`config.mk`:
```
export PLATFORM = sky130hd
export DESIGN_NAME = sprite_animation_sequencer
export DESIGN_NICKNAME = d
export VERILOG_FILES = /design/src/rtl/core/sas_pkg.sv /design/src/rtl/core/sas_ram.sv /design/src/rtl/core/sas_rect.sv /design/src/rtl/core/sprite_animation_sequencer.sv
export SDC_FILE = /design/constraint.sdc
export NUM_CORES = 2
export LEC_CHECK = 0
export ABC_AREA = 0
export BUFFER_PORTS_ARGS = -buffer_cell sky130_fd_sc_hd__clkbuf_2
export CORE_ASPECT_RATIO = 1.1
export CORE_UTILIZATION = 49
export DETAILED_ROUTE_END_ITERATION = 6
export PLACE_DENSITY_LB_ADDON = 0.2
export SETUP_SLACK_MARGIN = 0.02
export SLEW_MARGIN = 20
export SYNTH_ARGS = -nofsm -noshare
export SYNTH_HDL_FRONTEND = slang
export SYNTH_HIERARCHICAL = 1
export SYNTH_SLANG_ARGS = --single-unit
```
`constraint.sdc`:
```
create_clock -name clk_i -period 7.65 [get_ports clk_i]
set_input_delay 2.295 -clock clk_i [delete_from_list [all_inputs] [get_ports clk_i]]
set_output_delay 2.295 -clock clk_i [all_outputs]
set_load 0.03 [all_outputs]
```
`src/rtl/core/sas_pkg.sv`:
```
// Package for the sprite animation sequencer.
// Holds command and register codes, field widths and the transaction structs.
// No dependencies.
package sas_pkg;

  localparam int TIME_W      = 24;
  localparam int FRAME_NUM_W = 10;
  localparam int FDIM_W      = 11;
  localparam int SHEET_DIM_W = 13;
  localparam int RX_W        = 12;
  localparam int RY_W        = 16;
  localparam int LEN_FIELD_W = 5;
  localparam int CMD_W       = 3;
  localparam int CFG_IDX_W   = 2;

  localparam logic [CMD_W-1:0] CMD_TICK   = 3'd0;
  localparam logic [CMD_W-1:0] CMD_PLAY   = 3'd1;
  localparam logic [CMD_W-1:0] CMD_SET    = 3'd2;
  localparam logic [CMD_W-1:0] CMD_ENTRY  = 3'd3;
  localparam logic [CMD_W-1:0] CMD_HEADER = 3'd4;

  localparam logic [CFG_IDX_W-1:0] CFG_FRAME_WIDTH  = 2'd0;
  localparam logic [CFG_IDX_W-1:0] CFG_FRAME_HEIGHT = 2'd1;
  localparam logic [CFG_IDX_W-1:0] CFG_SHEET_WIDTH  = 2'd2;

  localparam logic [FDIM_W-1:0]      FRAME_WIDTH_RST  = 11'd10;
  localparam logic [FDIM_W-1:0]      FRAME_HEIGHT_RST = 11'd10;
  localparam logic [SHEET_DIM_W-1:0] SHEET_WIDTH_RST  = 13'd10;

  typedef struct packed {
    logic [CMD_W-1:0]       command;
    logic [TIME_W-1:0]      elapsed;
    logic [2:0]             anim_index;
    logic [3:0]             entry_index;
    logic [FRAME_NUM_W-1:0] frame_value;
    logic [TIME_W-1:0]      delay;
    logic [LEN_FIELD_W-1:0] anim_length;
    logic                   looped;
    logic                   force_req;
  } in_item_t;

  typedef struct packed {
    logic [FRAME_NUM_W-1:0] frame_number;
    logic [RX_W-1:0]        rect_x;
    logic [RY_W-1:0]        rect_y;
    logic                   is_finished;
    logic                   playing;
    logic                   rect_changed;
  } out_item_t;

  typedef struct packed {
    logic            done;
    logic [RX_W-1:0] x;
    logic [RY_W-1:0] y;
  } rect_res_t;

endpackage

```
`src/rtl/core/sas_ram.sv`:
```
// Generic single-port-write, single-port-read RAM with registered read data.
// No dependencies.
module sas_ram #(
  parameter int WIDTH  = 8,
  parameter int DEPTH  = 16,
  parameter int ADDR_W = (DEPTH > 1) ? $clog2(DEPTH) : 1
) (
  input  logic              clk_i,
  input  logic              we_i,
  input  logic [ADDR_W-1:0] waddr_i,
  input  logic [WIDTH-1:0]  wdata_i,
  input  logic [ADDR_W-1:0] raddr_i,
  output logic [WIDTH-1:0]  rdata_o
);

  logic [WIDTH-1:0] mem_q [DEPTH];
  logic [WIDTH-1:0] rdata_q;

  always_ff @(posedge clk_i) begin
    if (we_i) begin
      mem_q[waddr_i] <= wdata_i;
    end
    rdata_q <= mem_q[raddr_i];
  end

  assign rdata_o = rdata_q;

endmodule

```
`src/rtl/core/sas_rect.sv`:
```
// Frame rectangle unit: origin of a frame within the sprite sheet.
// One multiply, a bit-serial restoring divide, a second multiply, saturation.
// Depends on sas_pkg.
module sas_rect (
  input  logic                               clk_i,
  input  logic                               rst_ni,
  input  logic                               start_i,
  input  logic [sas_pkg::FRAME_NUM_W-1:0]    frame_i,
  input  logic [sas_pkg::FDIM_W-1:0]         frame_w_i,
  input  logic [sas_pkg::FDIM_W-1:0]         frame_h_i,
  input  logic [sas_pkg::SHEET_DIM_W-1:0]    sheet_w_i,
  output sas_pkg::rect_res_t                 res_o
);

  localparam int P_W   = sas_pkg::FRAME_NUM_W + sas_pkg::FDIM_W;
  localparam int Y_W   = P_W + sas_pkg::FDIM_W;
  localparam int CNT_W = $clog2(P_W);
  localparam int SW    = sas_pkg::SHEET_DIM_W;

  localparam logic [2:0] R_IDLE  = 3'd0;
  localparam logic [2:0] R_MUL   = 3'd1;
  localparam logic [2:0] R_DIV   = 3'd2;
  localparam logic [2:0] R_SCALE = 3'd3;
  localparam logic [2:0] R_DONE  = 3'd4;

  logic [2:0]                      st_q, st_d;
  logic [CNT_W-1:0]                cnt_q, cnt_d;
  logic [sas_pkg::FRAME_NUM_W-1:0] frame_q, frame_d;
  logic [sas_pkg::FDIM_W-1:0]      fw_q, fw_d, fh_q, fh_d;
  logic [SW-1:0]                   sw_q, sw_d;
  logic [P_W-1:0]                  p_q, p_d;
  logic [SW-1:0]                   rem_q, rem_d;
  logic [Y_W-1:0]                  y_q, y_d;

  logic [SW:0] rem_sh, rem_sub;
  logic        ge;

  // one quotient bit per cycle
  assign rem_sh  = {rem_q, p_q[P_W-1]};
  assign ge      = rem_sh >= {1'b0, sw_q};
  assign rem_sub = rem_sh - {1'b0, sw_q};

  always_comb begin
    st_d    = st_q;
    cnt_d   = cnt_q;
    frame_d = frame_q;
    fw_d    = fw_q;
    fh_d    = fh_q;
    sw_d    = sw_q;
    p_d     = p_q;
    rem_d   = rem_q;
    y_d     = y_q;
    case (st_q)
      R_IDLE: begin
        if (start_i) begin
          frame_d = frame_i;
          fw_d    = frame_w_i;
          fh_d    = frame_h_i;
          // treat a zero sheet width as one
          sw_d    = (sheet_w_i == '0) ? SW'(1) : sheet_w_i;
          st_d    = R_MUL;
        end
      end
      R_MUL: begin
        p_d   = {{sas_pkg::FDIM_W{1'b0}}, frame_q} *
                {{sas_pkg::FRAME_NUM_W{1'b0}}, fw_q};
        rem_d = '0;
        cnt_d = '0;
        st_d  = R_DIV;
      end
      R_DIV: begin
        rem_d = ge ? rem_sub[SW-1:0] : rem_sh[SW-1:0];
        p_d   = {p_q[P_W-2:0], ge};
        cnt_d = cnt_q + CNT_W'(1);
        if (cnt_q == CNT_W'(P_W - 1)) begin
          st_d = R_SCALE;
        end
      end
      R_SCALE: begin
        y_d  = {{sas_pkg::FDIM_W{1'b0}}, p_q} * {{P_W{1'b0}}, fh_q};
        st_d = R_DONE;
      end
      R_DONE: begin
        st_d = R_IDLE;
      end
      default: begin
        st_d = R_IDLE;
      end
    endcase
  end

  always_ff @(posedge clk_i or negedge rst_ni) begin
    if (!rst_ni) begin
      st_q  <= R_IDLE;
      cnt_q <= '0;
    end else begin
      st_q  <= st_d;
      cnt_q <= cnt_d;
    end
  end

  always_ff @(posedge clk_i) begin
    frame_q <= frame_d;
    fw_q    <= fw_d;
    fh_q    <= fh_d;
    sw_q    <= sw_d;
    p_q     <= p_d;
    rem_q   <= rem_d;
    y_q     <= y_d;
  end

  always_comb begin
    res_o.done = (st_q == R_DONE);
    res_o.x    = (rem_q > SW'({sas_pkg::RX_W{1'b1}})) ? {sas_pkg::RX_W{1'b1}}
                                                       : rem_q[sas_pkg::RX_W-1:0];
    res_o.y    = (|y_q[Y_W-1:sas_pkg::RY_W]) ? {sas_pkg::RY_W{1'b1}}
                                              : y_q[sas_pkg::RY_W-1:0];
  end

endmodule

```
`src/rtl/core/sprite_animation_sequencer.sv`:
```
// Sprite animation sequencer: one result per command, one command at a time.
// Accept to result valid passes S_HDR and S_OUT if the rectangle is left alone; it
// adds S_FRD and S_RECT when the frame list is read, and S_RECT for set frame or play
// of an empty list. The 21-step serial divide in sas_rect sets the time in S_RECT.
// Reset clears the control and configuration registers and the header valid bits at once; the frame list RAM holds
// no reset and an entry reads back only after a write.
module sprite_animation_sequencer #(
  parameter int NUM_ANIMS  = 8,
  parameter int MAX_FRAMES = 16
) (
  input  logic                                clk_i,
  input  logic                                rst_ni,
  input  logic                                in_valid_i,
  output logic                                in_ready_o,
  input  sas_pkg::in_item_t                   in_data_i,
  output logic                                out_valid_o,
  input  logic                                out_ready_i,
  output sas_pkg::out_item_t                  out_data_o,
  input  logic                                cfg_we_i,
  input  logic [sas_pkg::CFG_IDX_W-1:0]       cfg_index_i,
  input  logic [sas_pkg::SHEET_DIM_W-1:0]     cfg_data_i
);

  localparam int AW     = (NUM_ANIMS > 1) ? $clog2(NUM_ANIMS) : 1;
  localparam int PW     = (MAX_FRAMES > 1) ? $clog2(MAX_FRAMES) : 1;
  localparam int LW     = $clog2(MAX_FRAMES + 1);
  localparam int FDEPTH = NUM_ANIMS * MAX_FRAMES;
  localparam int FAW    = (FDEPTH > 1) ? $clog2(FDEPTH) : 1;
  localparam int TW     = sas_pkg::TIME_W;
  localparam int HW     = TW + LW + 1;
  localparam int FNW    = sas_pkg::FRAME_NUM_W;

  localparam logic [2:0] S_IDLE = 3'd0;
  localparam logic [2:0] S_HDR  = 3'd1;
  localparam logic [2:0] S_FRD  = 3'd2;
  localparam logic [2:0] S_RECT = 3'd3;
  localparam logic [2:0] S_OUT  = 3'd4;

  function automatic logic [FAW-1:0] frame_addr(logic [AW-1:0] a, logic [PW-1:0] p);
    logic [31:0] s;
    s = 32'(a) * 32'(MAX_FRAMES) + 32'(p);
    return s[FAW-1:0];
  endfunction

  // configuration registers
  logic [sas_pkg::FDIM_W-1:0]      fw_q, fh_q;
  logic [sas_pkg::SHEET_DIM_W-1:0] sw_q;

  always_ff @(posedge clk_i or negedge rst_ni) begin
    if (!rst_ni) begin
      fw_q <= sas_pkg::FRAME_WIDTH_RST;
      fh_q <= sas_pkg::FRAME_HEIGHT_RST;
      sw_q <= sas_pkg::SHEET_WIDTH_RST;
    end else if (cfg_we_i) begin
      case (cfg_index_i)
        sas_pkg::CFG_FRAME_WIDTH:  fw_q <= cfg_data_i[sas_pkg::FDIM_W-1:0];
        sas_pkg::CFG_FRAME_HEIGHT: fh_q <= cfg_data_i[sas_pkg::FDIM_W-1:0];
        sas_pkg::CFG_SHEET_WIDTH:  sw_q <= cfg_data_i;
        default: ;
      endcase
    end
  end

  // sequencer state
  logic [2:0]               st_q, st_d;
  sas_pkg::in_item_t        item_q, item_d;
  logic                     active_q, active_d;
  logic [AW-1:0]            cur_q, cur_d;
  logic [PW-1:0]            pos_q, pos_d;
  logic [TW-1:0]            acc_q, acc_d;
  logic                     done_q, done_d;
  logic [FNW-1:0]           shown_q, shown_d;
  logic [sas_pkg::RX_W-1:0] ox_q, ox_d;
  logic [sas_pkg::RY_W-1:0] oy_q, oy_d;
  logic                     changed_q, changed_d;
  logic [NUM_ANIMS-1:0]     hv_q, hv_d;
  logic                     hv_rd_q;
  logic                     out_valid_q, out_valid_d;
  sas_pkg::out_item_t       out_q, out_d;

  // memories
  logic [AW-1:0]  hdr_raddr, h_waddr;
  logic [HW-1:0]  hdr_rdata, h_wdata, hdr;
  logic           h_we;
  logic [FAW-1:0] f_raddr, f_waddr;
  logic [FNW-1:0] f_rdata;
  logic           f_we;

  sas_ram #(.WIDTH(HW), .DEPTH(NUM_ANIMS), .ADDR_W(AW)) u_hdr_ram (
    .clk_i   (clk_i),
    .we_i    (h_we),
    .waddr_i (h_waddr),
    .wdata_i (h_wdata),
    .raddr_i (hdr_raddr),
    .rdata_o (hdr_rdata)
  );

  sas_ram #(.WIDTH(FNW), .DEPTH(FDEPTH), .ADDR_W(FAW)) u_frame_ram (
    .clk_i   (clk_i),
    .we_i    (f_we),
    .waddr_i (f_waddr),
    .wdata_i (item_q.frame_value),
    .raddr_i (f_raddr),
    .rdata_o (f_rdata)
  );

  // rectangle unit
  logic               rect_start;
  logic [FNW-1:0]     rect_frame;
  sas_pkg::rect_res_t rect_res;

  sas_rect u_rect (
    .clk_i     (clk_i),
    .rst_ni    (rst_ni),
    .start_i   (rect_start),
    .frame_i   (rect_frame),
    .frame_w_i (fw_q),
    .frame_h_i (fh_q),
    .sheet_w_i (sw_q),
    .res_o     (rect_res)
  );

  // header read address is sampled in the accept cycle
  assign hdr_raddr = (in_data_i.command == sas_pkg::CMD_TICK) ? cur_q
                                                              : AW'(in_data_i.anim_index);

  // decoded header and command fields
  logic [TW-1:0] h_delay;
  logic [LW-1:0] h_len, len_st;
  logic          h_loop;
  logic [AW-1:0] anim_a;
  logic          anim_ok, entry_ok;
  logic          tick_en, adv, last, play_go;
  logic [TW:0]   t_sum;
  logic [TW-1:0] t_sat;
  logic [PW-1:0] new_pos;

  always_comb begin
    hdr     = hv_rd_q ? hdr_rdata : '0;
    h_delay = hdr[HW-1 -: TW];
    h_len   = hdr[LW:1];
    h_loop  = hdr[0];

    anim_a   = AW'(item_q.anim_index);
    anim_ok  = 32'(item_q.anim_index) < 32'(NUM_ANIMS);
    entry_ok = 32'(item_q.entry_index) < 32'(MAX_FRAMES);
    len_st   = (32'(item_q.anim_length) > 32'(MAX_FRAMES)) ? LW'(MAX_FRAMES)
                                                           : LW'(item_q.anim_length);

    tick_en = active_q && (h_delay != '0) && (h_len != '0) && (h_loop || !done_q);
    t_sum   = {1'b0, acc_q} + {1'b0, item_q.elapsed};
    t_sat   = t_sum[TW] ? {TW{1'b1}} : t_sum[TW-1:0];
    adv     = t_sat > h_delay;
    // a position at or past the last entry counts as the last entry
    last    = (32'(pos_q) + 32'd1) >= 32'(h_len);
    new_pos = last ? (h_loop ? '0 : pos_q) : pos_q + PW'(1);

    play_go = anim_ok && !(!item_q.force_req && active_q && (cur_q == anim_a));
  end

  assign h_waddr = anim_a;
  assign h_wdata = {item_q.delay, len_st, item_q.looped};
  assign f_waddr = frame_addr(anim_a, PW'(item_q.entry_index));

  always_comb begin
    st_d        = st_q;
    item_d      = item_q;
    active_d    = active_q;
    cur_d       = cur_q;
    pos_d       = pos_q;
    acc_d       = acc_q;
    done_d      = done_q;
    shown_d     = shown_q;
    ox_d        = ox_q;
    oy_d        = oy_q;
    changed_d   = changed_q;
    hv_d        = hv_q;
    h_we        = 1'b0;
    f_we        = 1'b0;
    f_raddr     = '0;
    rect_start  = 1'b0;
    rect_frame  = shown_d;
    out_valid_d = out_valid_q && !out_ready_i;
    out_d       = out_q;

    case (st_q)
      S_IDLE: begin
        if (in_valid_i) begin
          item_d    = in_data_i;
          changed_d = 1'b0;
          st_d      = S_HDR;
        end
      end
      S_HDR: begin
        st_d = S_OUT;
        case (item_q.command)
          sas_pkg::CMD_TICK: begin
            if (tick_en) begin
              acc_d = t_sat;
              if (adv) begin
                acc_d     = t_sat - h_delay;
                pos_d     = new_pos;
                done_d    = last ? 1'b1 : done_q;
                f_raddr   = frame_addr(cur_q, new_pos);
                changed_d = 1'b1;
                st_d      = S_FRD;
              end
            end
          end
          sas_pkg::CMD_PLAY: begin
            if (play_go) begin
              cur_d     = anim_a;
              active_d  = 1'b1;
              pos_d     = '0;
              acc_d     = '0;
              // a zero delay makes a still animation, finished from the start
              done_d    = (h_delay == '0);
              changed_d = 1'b1;
              if (h_len != '0) begin
                f_raddr = frame_addr(anim_a, '0);
                st_d    = S_FRD;
              end else begin
                shown_d    = '0;
                rect_frame = shown_d;
                rect_start = 1'b1;
                st_d       = S_RECT;
              end
            end
          end
          sas_pkg::CMD_SET: begin
            active_d   = 1'b0;
            shown_d    = item_q.frame_value;
            rect_frame = shown_d;
            rect_start = 1'b1;
            changed_d  = 1'b1;
            st_d       = S_RECT;
          end
          sas_pkg::CMD_ENTRY: begin
            f_we = anim_ok && entry_ok;
          end
          sas_pkg::CMD_HEADER: begin
            if (anim_ok) begin
              h_we         = 1'b1;
              hv_d[anim_a] = 1'b1;
            end
          end
          default: ;
        endcase
      end
      S_FRD: begin
        shown_d    = f_rdata;
        rect_frame = shown_d;
        rect_start = 1'b1;
        st_d       = S_RECT;
      end
      S_RECT: begin
        if (rect_res.done) begin
          ox_d = rect_res.x;
          oy_d = rect_res.y;
          st_d = S_OUT;
        end
      end
      S_OUT: begin
        // hold until the output register is free
        if (!out_valid_q || out_ready_i) begin
          out_d.frame_number = shown_q;
          out_d.rect_x       = ox_q;
          out_d.rect_y       = oy_q;
          out_d.is_finished  = done_q;
          out_d.playing      = active_q;
          out_d.rect_changed = changed_q;
          out_valid_d        = 1'b1;
          st_d               = S_IDLE;
        end
      end
      default: begin
        st_d = S_IDLE;
      end
    endcase
  end

  always_ff @(posedge clk_i or negedge rst_ni) begin
    if (!rst_ni) begin
      st_q        <= S_IDLE;
      active_q    <= 1'b0;
      cur_q       <= '0;
      pos_q       <= '0;
      acc_q       <= '0;
      done_q      <= 1'b0;
      shown_q     <= '0;
      ox_q        <= '0;
      oy_q        <= '0;
      changed_q   <= 1'b0;
      hv_q        <= '0;
      out_valid_q <= 1'b0;
    end else begin
      st_q        <= st_d;
      active_q    <= active_d;
      cur_q       <= cur_d;
      pos_q       <= pos_d;
      acc_q       <= acc_d;
      done_q      <= done_d;
      shown_q     <= shown_d;
      ox_q        <= ox_d;
      oy_q        <= oy_d;
      changed_q   <= changed_d;
      hv_q        <= hv_d;
      out_valid_q <= out_valid_d;
    end
  end

  always_ff @(posedge clk_i) begin
    item_q  <= item_d;
    out_q   <= out_d;
    hv_rd_q <= hv_q[hdr_raddr];
  end

  assign in_ready_o  = (st_q == S_IDLE);
  assign out_valid_o = out_valid_q;
  assign out_data_o  = out_q;

endmodule

```
==> results.json <==
{
  "cts_buffers": 189,
  "synth_cell_types": 101,
  "io_buffers": 137,
  "outcome": "finished, final reports clean",
  "tightest_slew_ns": 1.20,
  "initial_core_util_pct": 49.5,
  "die_w_um": 404,
  "worst_clock_skew_ns": 0.0490,
  "synth_edf_count": 1747,
  "syn-num-nets": 5593,
  "cts.htree.levels": 4,
  "yosys_warnings": 6,
  "clkTransAtPathRegs_ns": 0.06,
  "synth-seq-cells": 1915,
  "r2r-end": "u_frame_ram/rdata_o[3]",
  "reg2reg_depth": 27,
  "cts.sinks": 1915,
  "gp_congestion": 0.830,
  "die-area_um2": 179000,
  "clk_latency_ns": 0.84,
  "syn-cell-area_um2": 87000,
  "clock_path_buffers": 3,
  "placementRows": 161,
  "antenna_found_initial": 11,
  "synthTopCellsByArea": "edfxtp_1 (60%), mux4_2 (11%), fa_1 (5.6%)",
  "cp_max_fo": 42,
  "die_height_um": 444,
  "drv_cap": 0,
  "period_share_pct": 96.3,
  "hp-class": "reg -> reg",
  "pin_count": 138,
  "drt_iter0_markers": 4341,
  "cts_tree": "built",
  "core-area_um2": 176000,
  "grt_pass1_vias": 47328,
  "netlist_instances": 5060,
  "critical_path_class": "reg -> reg",
  "grt_pass1_wl_um": 302000,
  "arrival_ns": 8.08,
  "finalWirelength_um": 201000,
  "slew_violations": 0,
  "crit_start": "acc_q[0]",
  "post-dp-hpwl_um": 131000,
  "synth_ff_type": "edfxtp_1",
  "crit_required_ns": 8.37,
  "fin_tns_setup_ns": 0,
  "cp-end-kind": "flip-flop",
  "setup_viol": 0,
  "fmax_mhz": 136,
  "maxSlewHeadroom_pct": 20.1,
  "reg2reg_slack_ns": 0.29,
  "clockRootBuffer": "clkbuf_16",
  "num_vias": 45630,
  "finalHoldViolCount": 0,
  "drtAntennaViolNets": 0,
  "grt_max_degree": 114,
  "rr_startpoint": "acc_q[0]",
  "grt_setup_unrepaired": "false",
  "ys_seq_area_share_pct": 64.9,
  "syn_area_per_cell_um2": 17.2,
  "critPathCapture": "u_frame_ram/rdata_o[3]",
  "avgRoutedWirePerCell_um": 25.6,
  "avgViaCountPerCell": 5.81,
  "nets": 5848,
  "layout_min_cycle_time_ns": 7.36,
  "grt_overflow": 0,
  "yosys.area.top_type": "edfxtp_1",
  "drc_errors": 0,
  "grt_use_total_pct": 22.7,
  "area_growth_pct": 12.6,
  "async_flop_share_pct": 6.63,
  "utilization_pct": 55.8,
  "critPathLaunchType": "flip-flop",
  "drt_pre_antenna_iters": 5,
  "hold_buffers": 0,
  "synth_top_area_share_pct": 60.3,
  "drive_gt1_share_pct": 22.9
}
cells by family after synthesis:
| group | Yosys count | share of synthesized area, % |
|---|---|---|
| mux | 604 | 14.3 |
| xor+xnor | 97 | 0.976 |
| buf+inv | 607 | 2.78 |
| compound gates | 423 | 3.33 |
| flops | 1915 | 64.9 |
| fa+ha+maj | 438 | 8.39 |
| simple gates | 976 | 5.36 |
synthesized netlist by cell type, drive strengths merged (7+ instances only):
cell type	instances
a211oi	23
a21o	42
a21oi	126
a222oi	10
a22o	7
a31oi	11
and2	147
and3	16
and4	7
buf	62
clkbuf	182
dfrtp	121
dfxtp	41
edfxtp	1747
fa	243
ha	195
inv	363
mux2	110
mux2i	14
mux4	480
nand2	369
nand2b	18
nand3	38
nand4	19
nor2	209
nor2b	29
nor3	43
nor4	21
o211ai	12
o21a	15
o21ai	91
o21bai	20
o31ai	9
or2	31
or3	9
xnor2	62
xor2	35
worst min path at each step:
stage                       start              to  slack, ns  cells past startpoint
after floorplan           oy_q[7]  out_data_o[10]       0.42                      0
after global placement    ox_q[4]  out_data_o[23]       0.43                      0
after detailed placement  ox_q[5]  out_data_o[24]       0.43                      0
after CTS                 ox_q[0]  out_data_o[19]       0.42                      0
after global routing      ox_q[0]  out_data_o[19]       0.44                      0
final                     ox_q[0]  out_data_o[19]       0.42                      0
sequential cells by signal, indices dropped and copies added, names as in the netlist, 24 cells and up:
register and count:
u_frame_ram/mem_q 1280, u_hdr_ram/mem_q 240, item_q 47, out_data_o 41
u_rect/y_q 32, u_hdr_ram/rdata_o 30, h_wdata 25, acc_q 24
layout make-up:
class | instances | area [um2]
Antenna cell | 3 | 7.51
Clock buffer | 247 | 5180
Clock inverter | 111 | 1280
Fill cell | 13587 | 77700
Inverter | 363 | 1360
Multi-Input combinational cell | 2538 | 28300
Sequential cell | 1915 | 56500
Tap cell | 2363 | 2960
Timing Repair Buffer | 308 | 2360
per-stage QoR:
| step | setup slack (ns) | hold slack (ns) | instance area [um2] | std cells |
|---|---|---|---|---|
| after floorplan | 1.01 | 0.419 | 87000 | 5060 |
| after global placement | 0.285 | 0.426 | 91400 | 7485 |
| after detailed placement | 0.167 | 0.429 | 91400 | 7485 |
| after CTS | 0.0819 | 0.425 | 97800 | 7843 |
| after global routing | 0.0496 | 0.444 | 97900 | 7845 |
| final | 0.285 | 0.423 | 98000 | 7848 |
worst max-delay path, cell delays in order (launching register included):
cell and delay, ns:
dfrtp_1 0.35, ha_1 0.20, fa_1 0.28, a211oi_2 0.11, o21bai_2 0.24, o22ai_4 0.14, o41ai_4 0.44, a31oi_2 0.19
and2b_4 0.35, nor2_1 0.07, ha_1 0.22, fa_1 0.44, nand2b_1 0.21, a21oi_4 0.20, a211oi_2 0.14, o31ai_2 0.35
a22oi_2 0.13, nor3_2 0.22, nand2_1 0.19, buf_4 0.21, a21oi_4 0.14, buf_12 0.18, buf_16 0.23, buf_4 0.23
mux4_2 0.31, mux4_2 0.57, mux4_2 0.56, mux2_2 0.28
layer usage:
layer,GRT usage [%],vias to the layer above,share of wire [%],wire [um]
met5,0,-,0.014,28
met4,6.29,4,2.4,4890
met3,3.18,296,5.8,11600
met2,38.1,1410,50,100000
met1,31.2,24143,42,83900
li1,-,19777,-,-
layout by cell type, fill, tap and decap left out, types with 38 or more instances in the layout:
| cell type | netlist | final |
|---|---|---|
| nor2_1 | 208 | 183 |
| dfxtp_1 | 41 | 41 |
| and2_1 | 147 | 144 |
| ha_1 | 195 | 195 |
| clkbuf_2 | 0 | 136 |
| mux2_2 | 110 | 110 |
| dfrtp_1 | 121 | 121 |
| xnor2_1 | 62 | 62 |
| nor3_1 | 43 | 40 |
| mux4_2 | 420 | 420 |
| edfxtp_1 | 1747 | 1747 |
| a21o_1 | 42 | 42 |
| clkbuf_16 | 0 | 192 |
| nand2_1 | 367 | 367 |
| a21oi_1 | 123 | 120 |
| o21ai_0 | 81 | 81 |
| fa_1 | 243 | 243 |
| buf_4 | 2 | 141 |
| clkbuf_1 | 182 | 38 |
| clkinv_2 | 0 | 39 |
| mux4_1 | 60 | 60 |
| inv_1 | 363 | 362 |
timing repair:
item                                    in CTS  in global routing
endpoints found under the setup margin       0                 10
buffers inserted                             0                  1
gates resized for setup                      0                  7
Power is not shown: default switching activity piles up to over one toggle a cycle in this logic, so the estimate is an artifact.
